--- src/cpi_pkg.sv ---
`default_nettype none

package cpi_pkg;

  // Data path widths
  localparam int DataW        = 32;
  localparam int CountW       = 5;
  localparam int SlotW        = 4;
  localparam int CfgIdxW      = 1;
  localparam int CfgDataW     = 5;
  localparam int MaxPointsDef = 16;

  // Command codes on func
  localparam logic FuncWrite = 1'b0;
  localparam logic FuncQuery = 1'b1;

  // Configuration register indexes
  typedef enum logic [CfgIdxW-1:0] {
    CfgPointCount = 1'b0,
    CfgLinearMode = 1'b1
  } cfg_reg_e;

  // How a mapped value was obtained
  typedef enum logic [2:0] {
    HowPass    = 3'd0,
    HowExact   = 3'd1,
    HowClampLo = 3'd2,
    HowClampHi = 3'd3,
    HowInterp  = 3'd4
  } how_e;

  // Request to the serial divider
  typedef struct packed {
    logic                 start;
    logic [2*DataW-1:0]   dividend;
    logic [DataW-1:0]     divisor;
  } div_req_t;

endpackage

`default_nettype wire

--- src/cpi_div.sv ---
`default_nettype none

// Restoring divider, one quotient bit per cycle. The dividend's upper half
// must be below the divisor so that the quotient fits DataW bits.
module cpi_div (
  input  wire logic                           clk_i,
  input  wire logic                           rst_ni,
  input  wire cpi_pkg::div_req_t              req_i,
  output logic                                done_o,
  output logic [cpi_pkg::DataW-1:0]           quotient_o
);

  localparam int W  = cpi_pkg::DataW;
  localparam int NW = $clog2(W);

  logic          active_q;
  logic          done_q;
  logic [NW-1:0] cnt_q;
  logic [W-1:0]  rem_q;
  logic [W-1:0]  acc_q;
  logic [W-1:0]  divisor_q;

  logic [W:0]    trial;
  logic [W:0]    diff;
  logic          ge;

  // One trial subtraction
  always_comb begin
    trial = {rem_q, acc_q[W-1]};
    diff  = trial - {1'b0, divisor_q};
    ge    = trial >= {1'b0, divisor_q};
  end

  // Step control
  always_ff @(posedge clk_i or negedge rst_ni) begin
    if (!rst_ni) begin
      active_q <= 1'b0;
      done_q   <= 1'b0;
      cnt_q    <= '0;
    end else begin
      done_q <= 1'b0;
      if (req_i.start) begin
        active_q <= 1'b1;
        cnt_q    <= '0;
      end else if (active_q) begin
        cnt_q <= cnt_q + NW'(1);
        if (cnt_q == NW'(W - 1)) begin
          active_q <= 1'b0;
          done_q   <= 1'b1;
        end
      end
    end
  end

  // Remainder and quotient shift register
  always_ff @(posedge clk_i) begin
    if (req_i.start) begin
      rem_q     <= req_i.dividend[2*W-1:W];
      acc_q     <= req_i.dividend[W-1:0];
      divisor_q <= req_i.divisor;
    end else if (active_q) begin
      rem_q <= ge ? diff[W-1:0] : trial[W-1:0];
      acc_q <= {acc_q[W-2:0], ge};
    end
  end

  assign done_o     = done_q;
  assign quotient_o = acc_q;

endmodule

`default_nettype wire

--- config.mk ---
export PLATFORM = sky130hd
export DESIGN_NAME = cpi_div
export DESIGN_NICKNAME = d
export VERILOG_FILES = /design/src/cpi_pkg.sv /design/src/cpi_div.sv
export SDC_FILE = /design/constraint.sdc
export NUM_CORES = 1
export LEC_CHECK = 0
export BUFFER_PORTS_ARGS = -buffer_cell sky130_fd_sc_hd__buf_4
export CAP_MARGIN = 20
export CELL_PAD_IN_SITES_DETAIL_PLACEMENT = 1
export CELL_PAD_IN_SITES_GLOBAL_PLACEMENT = 1
export CORE_MARGIN = 2
export CORE_UTILIZATION = 40
export DETAILED_ROUTE_END_ITERATION = 8
export PLACE_DENSITY = 0.73
export SETUP_SLACK_MARGIN = 0.4
export SYNTH_ARGS = -nofsm -noshare
export SYNTH_HDL_FRONTEND = slang
export SYNTH_SLANG_ARGS = --single-unit
--- constraint.sdc ---
create_clock -name clk_i -period 6.2 [get_ports clk_i]
set_input_delay 0.62 -clock clk_i [delete_from_list [all_inputs] [get_ports clk_i]]
set_output_delay 0.62 -clock clk_i [all_outputs]
set_load 0.01 [all_outputs]
==> results.yml <==
routing:
  wirelength_um: 15540
  routedWlPerCell_um: 17.83
  postRouteAntennaNets: 0
  drt_iter0_markers: 253
  via_per_inst: 5.267
  vias: 4593
  drc: 0
  first_pass_iters: 4
worst_setup_path:
  worst_path_dominant_cell_family: "compound AO/OA/AOI/OAI gates"
  slowest_delay_ns: 0.46
  crit_top_cell: "a221o_1"
  cp_data_arrival_time_ns: 3.41
  critical_path_class: "reg -> reg"
  slowest_stage: "a311oi_1"
  endpoint_kind: "flop"
  cp_cell_sequence: "inv_1 -> ha_1 -> fa_1 -> nand2b_1 -> a21oi_1 -> o211ai_1 -> a311oi_1 -> a221o_1 -> a221oi_2 -> xnor2_1 -> a221o_1"
  cp_num_buf_inv: 1
  r2r.worst_path.cells: 11
  cp.depth: 11
  cp-start-kind: "flop"
  crit_required_ns: 6.33
  crit_fanout: 3
sta:
  min_period_ns: 3.281
  finalCritPeriodShare_pct: 52.91
  max_slew_margin_pct: 42.11
  fin_worst_skew_ns: 0.01248
  setup_viol: 0
  hold_viol: 0
  final.setup.tns_ns: 0
  slew_viol_final: 0
  fmax_mhz: 304.8
  rsz0062_at_grt: "no"
  worstMarginPinSlew_ns: 0.8684
yosys:
  synth-main-ff-cell: "edfxtp_1"
  ys_async_sr_fraction_pct: 6.796
  syn_nets: 669
  synth-seq-cells: 103
  syn_area_um2: 6259
  yosysMostFrequentCell: "edfxtp_1"
  synthCells: 535
  avgSynthCellArea_um2: 11.70
  synth.yosys.seq_area_share_pct: 48.86
  yosysTopAreaCell: "edfxtp_1"
  synth_edf_count: 96
  yosysWarnings: 0
  netlist-cell-type-count: 59
  synthTopCellsByCount: "96 x edfxtp_1, 51 x mux2_2, 41 x a21oi_1, 41 x inv_1, 34 x ha_1"
  ys_top_cells_by_area: "edfxtp_1 46%, mux2_2 9.2%, ha_1 6.8%, a21oi_1 3.3%, dfrtp_1 2.8%"
  netlist.area_leader.share_pct: 46.06
global_route:
  grt_use_total_pct: 20.00
  grt_pass1_vias: 5057
  grt_pass1_wl_um: 25780
  grt_max_degree: 71
  grt_antenna_before_repair: 0
  overflow: 0
layout:
  drive_gt1_share_pct: 32.98
  diodes: 0
  finalNetCount: 790
  final_area_um2: 7714
  fillers: 1637
  synthToLayoutAreaGrowth_pct: 23.25
clock_network:
  clk_pin_slew_ns: 0.08
  cts_sinks: 103
  hold_buffers: 0
  cts_tree: "done"
  cts_made_buffers: 9
  root_buffer: "clkbuf_16"
  clk_path_buf_depth: 2
  clock_latency_ns: 0.37
  h-tree-depth: 3
  post_cts_buffers: 0
  cts_resized: 0
pwr:
  leakage_nw: 3.338
  ir_drop_uv: 203.7
  powerDensity_nw_per_um2: 453.8
place:
  hpwl_um: 11620
  port_buffers: 131
  placed_cell_area_um2: 7398
  gp_congestion: 0.8130
min_path:
  hp-class: "in -> async"
floorplanning:
  fp.dieW_um: 129.1
  die_h_um: 129.1
  core_um2: 15260
  io_pins: 132
  die_area_um2: 16660
  start_util_pct: 41.02
  num_rows: 45
status:
  status: "complete, no violations"
run:
  maxCapViolations: 0
## kinds of logic after synthesis
logic type | count (synthesis) | synth area share [%]
mux | 71 | 13.29
flops | 103 | 48.86
compound gates | 110 | 12.06
simple gates | 123 | 10.20
buf+inv | 64 | 4.418
xor+xnor | 29 | 4.058
fa+ha+maj | 35 | 7.117
## final timing paths
check / slack [ns] / from / end
max: 2.92 / quotient_o[31]$_DFFE_PP_ / rem_q[30]$_DFFE_PP_
min: 0.04 / rst_ni / done_o$_DFF_PN0_
max reg2reg: 2.92 / quotient_o[31]$_DFFE_PP_ / rem_q[30]$_DFFE_PP_
min reg2reg: 0.55 / cnt_q[3]$_DFFE_PN0P_ / cnt_q[3]$_DFFE_PN0P_
max in group asynchronous: 6.03 / rst_ni / cnt_q[3]$_DFFE_PN0P_
min in group clk_i: 0.42 / req_i[3] / divisor_q[3]$_DFFE_PP_
## final cells by class
| cell class | count | area, um^2 | share of cell area, % |
|---|---|---|---|
| Inverter | 41 | 153.9 | 1.995 |
| Multi-Input combinational cell | 368 | 2924 | 37.91 |
| Timing Repair Buffer | 133 | 998.5 | 12.94 |
| Clock inverter | 7 | 90.09 | 1.168 |
| Sequential cell | 103 | 3058 | 39.64 |
| Clock buffer | 9 | 225.2 | 2.920 |
| Tap cell | 211 | 264.0 | 3.423 |
## placed cells by master (no fill, tap or decap), drive strengths merged, types with 9 or more instances in the layout
cell	Yosys	layout
clkbuf	16	9
a21oi	41	41
xor2	11	11
xnor2	18	18
o21ai	14	14
nand2	31	31
mux2	67	67
ha	34	34
a21o	14	14
nor2	26	26
inv	41	44
edfxtp	96	96
a221o	9	9
nor3	12	12
buf	7	133
## power breakdown
part           switching [mW]  internal, mW
sequential             0.0942         0.975
clock                   0.290         0.323
combinational           0.939         0.879
total                    1.32          2.18
## per-layer routing
| metal | track usage [%] | vias up | wire (um) | share of wire [%] |
|---|---|---|---|---|
| met2 | 33.21 | 125 | 7383 | 47 |
| li1 | - | 2232 | - | - |
| met1 | 24.13 | 2220 | 6654 | 43 |
| met3 | 7.597 | 16 | 1259 | 8.1 |
| met5 | 0 | - | 0 | 0 |
| met4 | 6.458 | 0 | 246 | 1.6 |
## stage by stage
step           util (%)  hold WS, ns  cells  power [mW]  setup WS [ns]
3_5_place_dp      48.49       0.4377    856       2.908          2.920
4_1_cts           50.55      0.03306    872       3.539          2.917
3_3_place_gp      48.49       0.4326    856       2.839          2.960
5_1_grt           50.55      0.03860    872       3.777          2.655
2_1_floorplan         -       0.3244    535       2.498          3.306
6_report          50.55      0.04456    872       3.500          2.920
## flip-flops by register name (all words and copies together) (netlist names)
| register | cells |
|---|---|
| cnt_q | 5 |
| active_q | 1 |
| done_o | 1 |
| quotient_o | 32 |
| divisor_q | 32 |
| rem_q | 32 |
(Power assumes the default switching activity.)
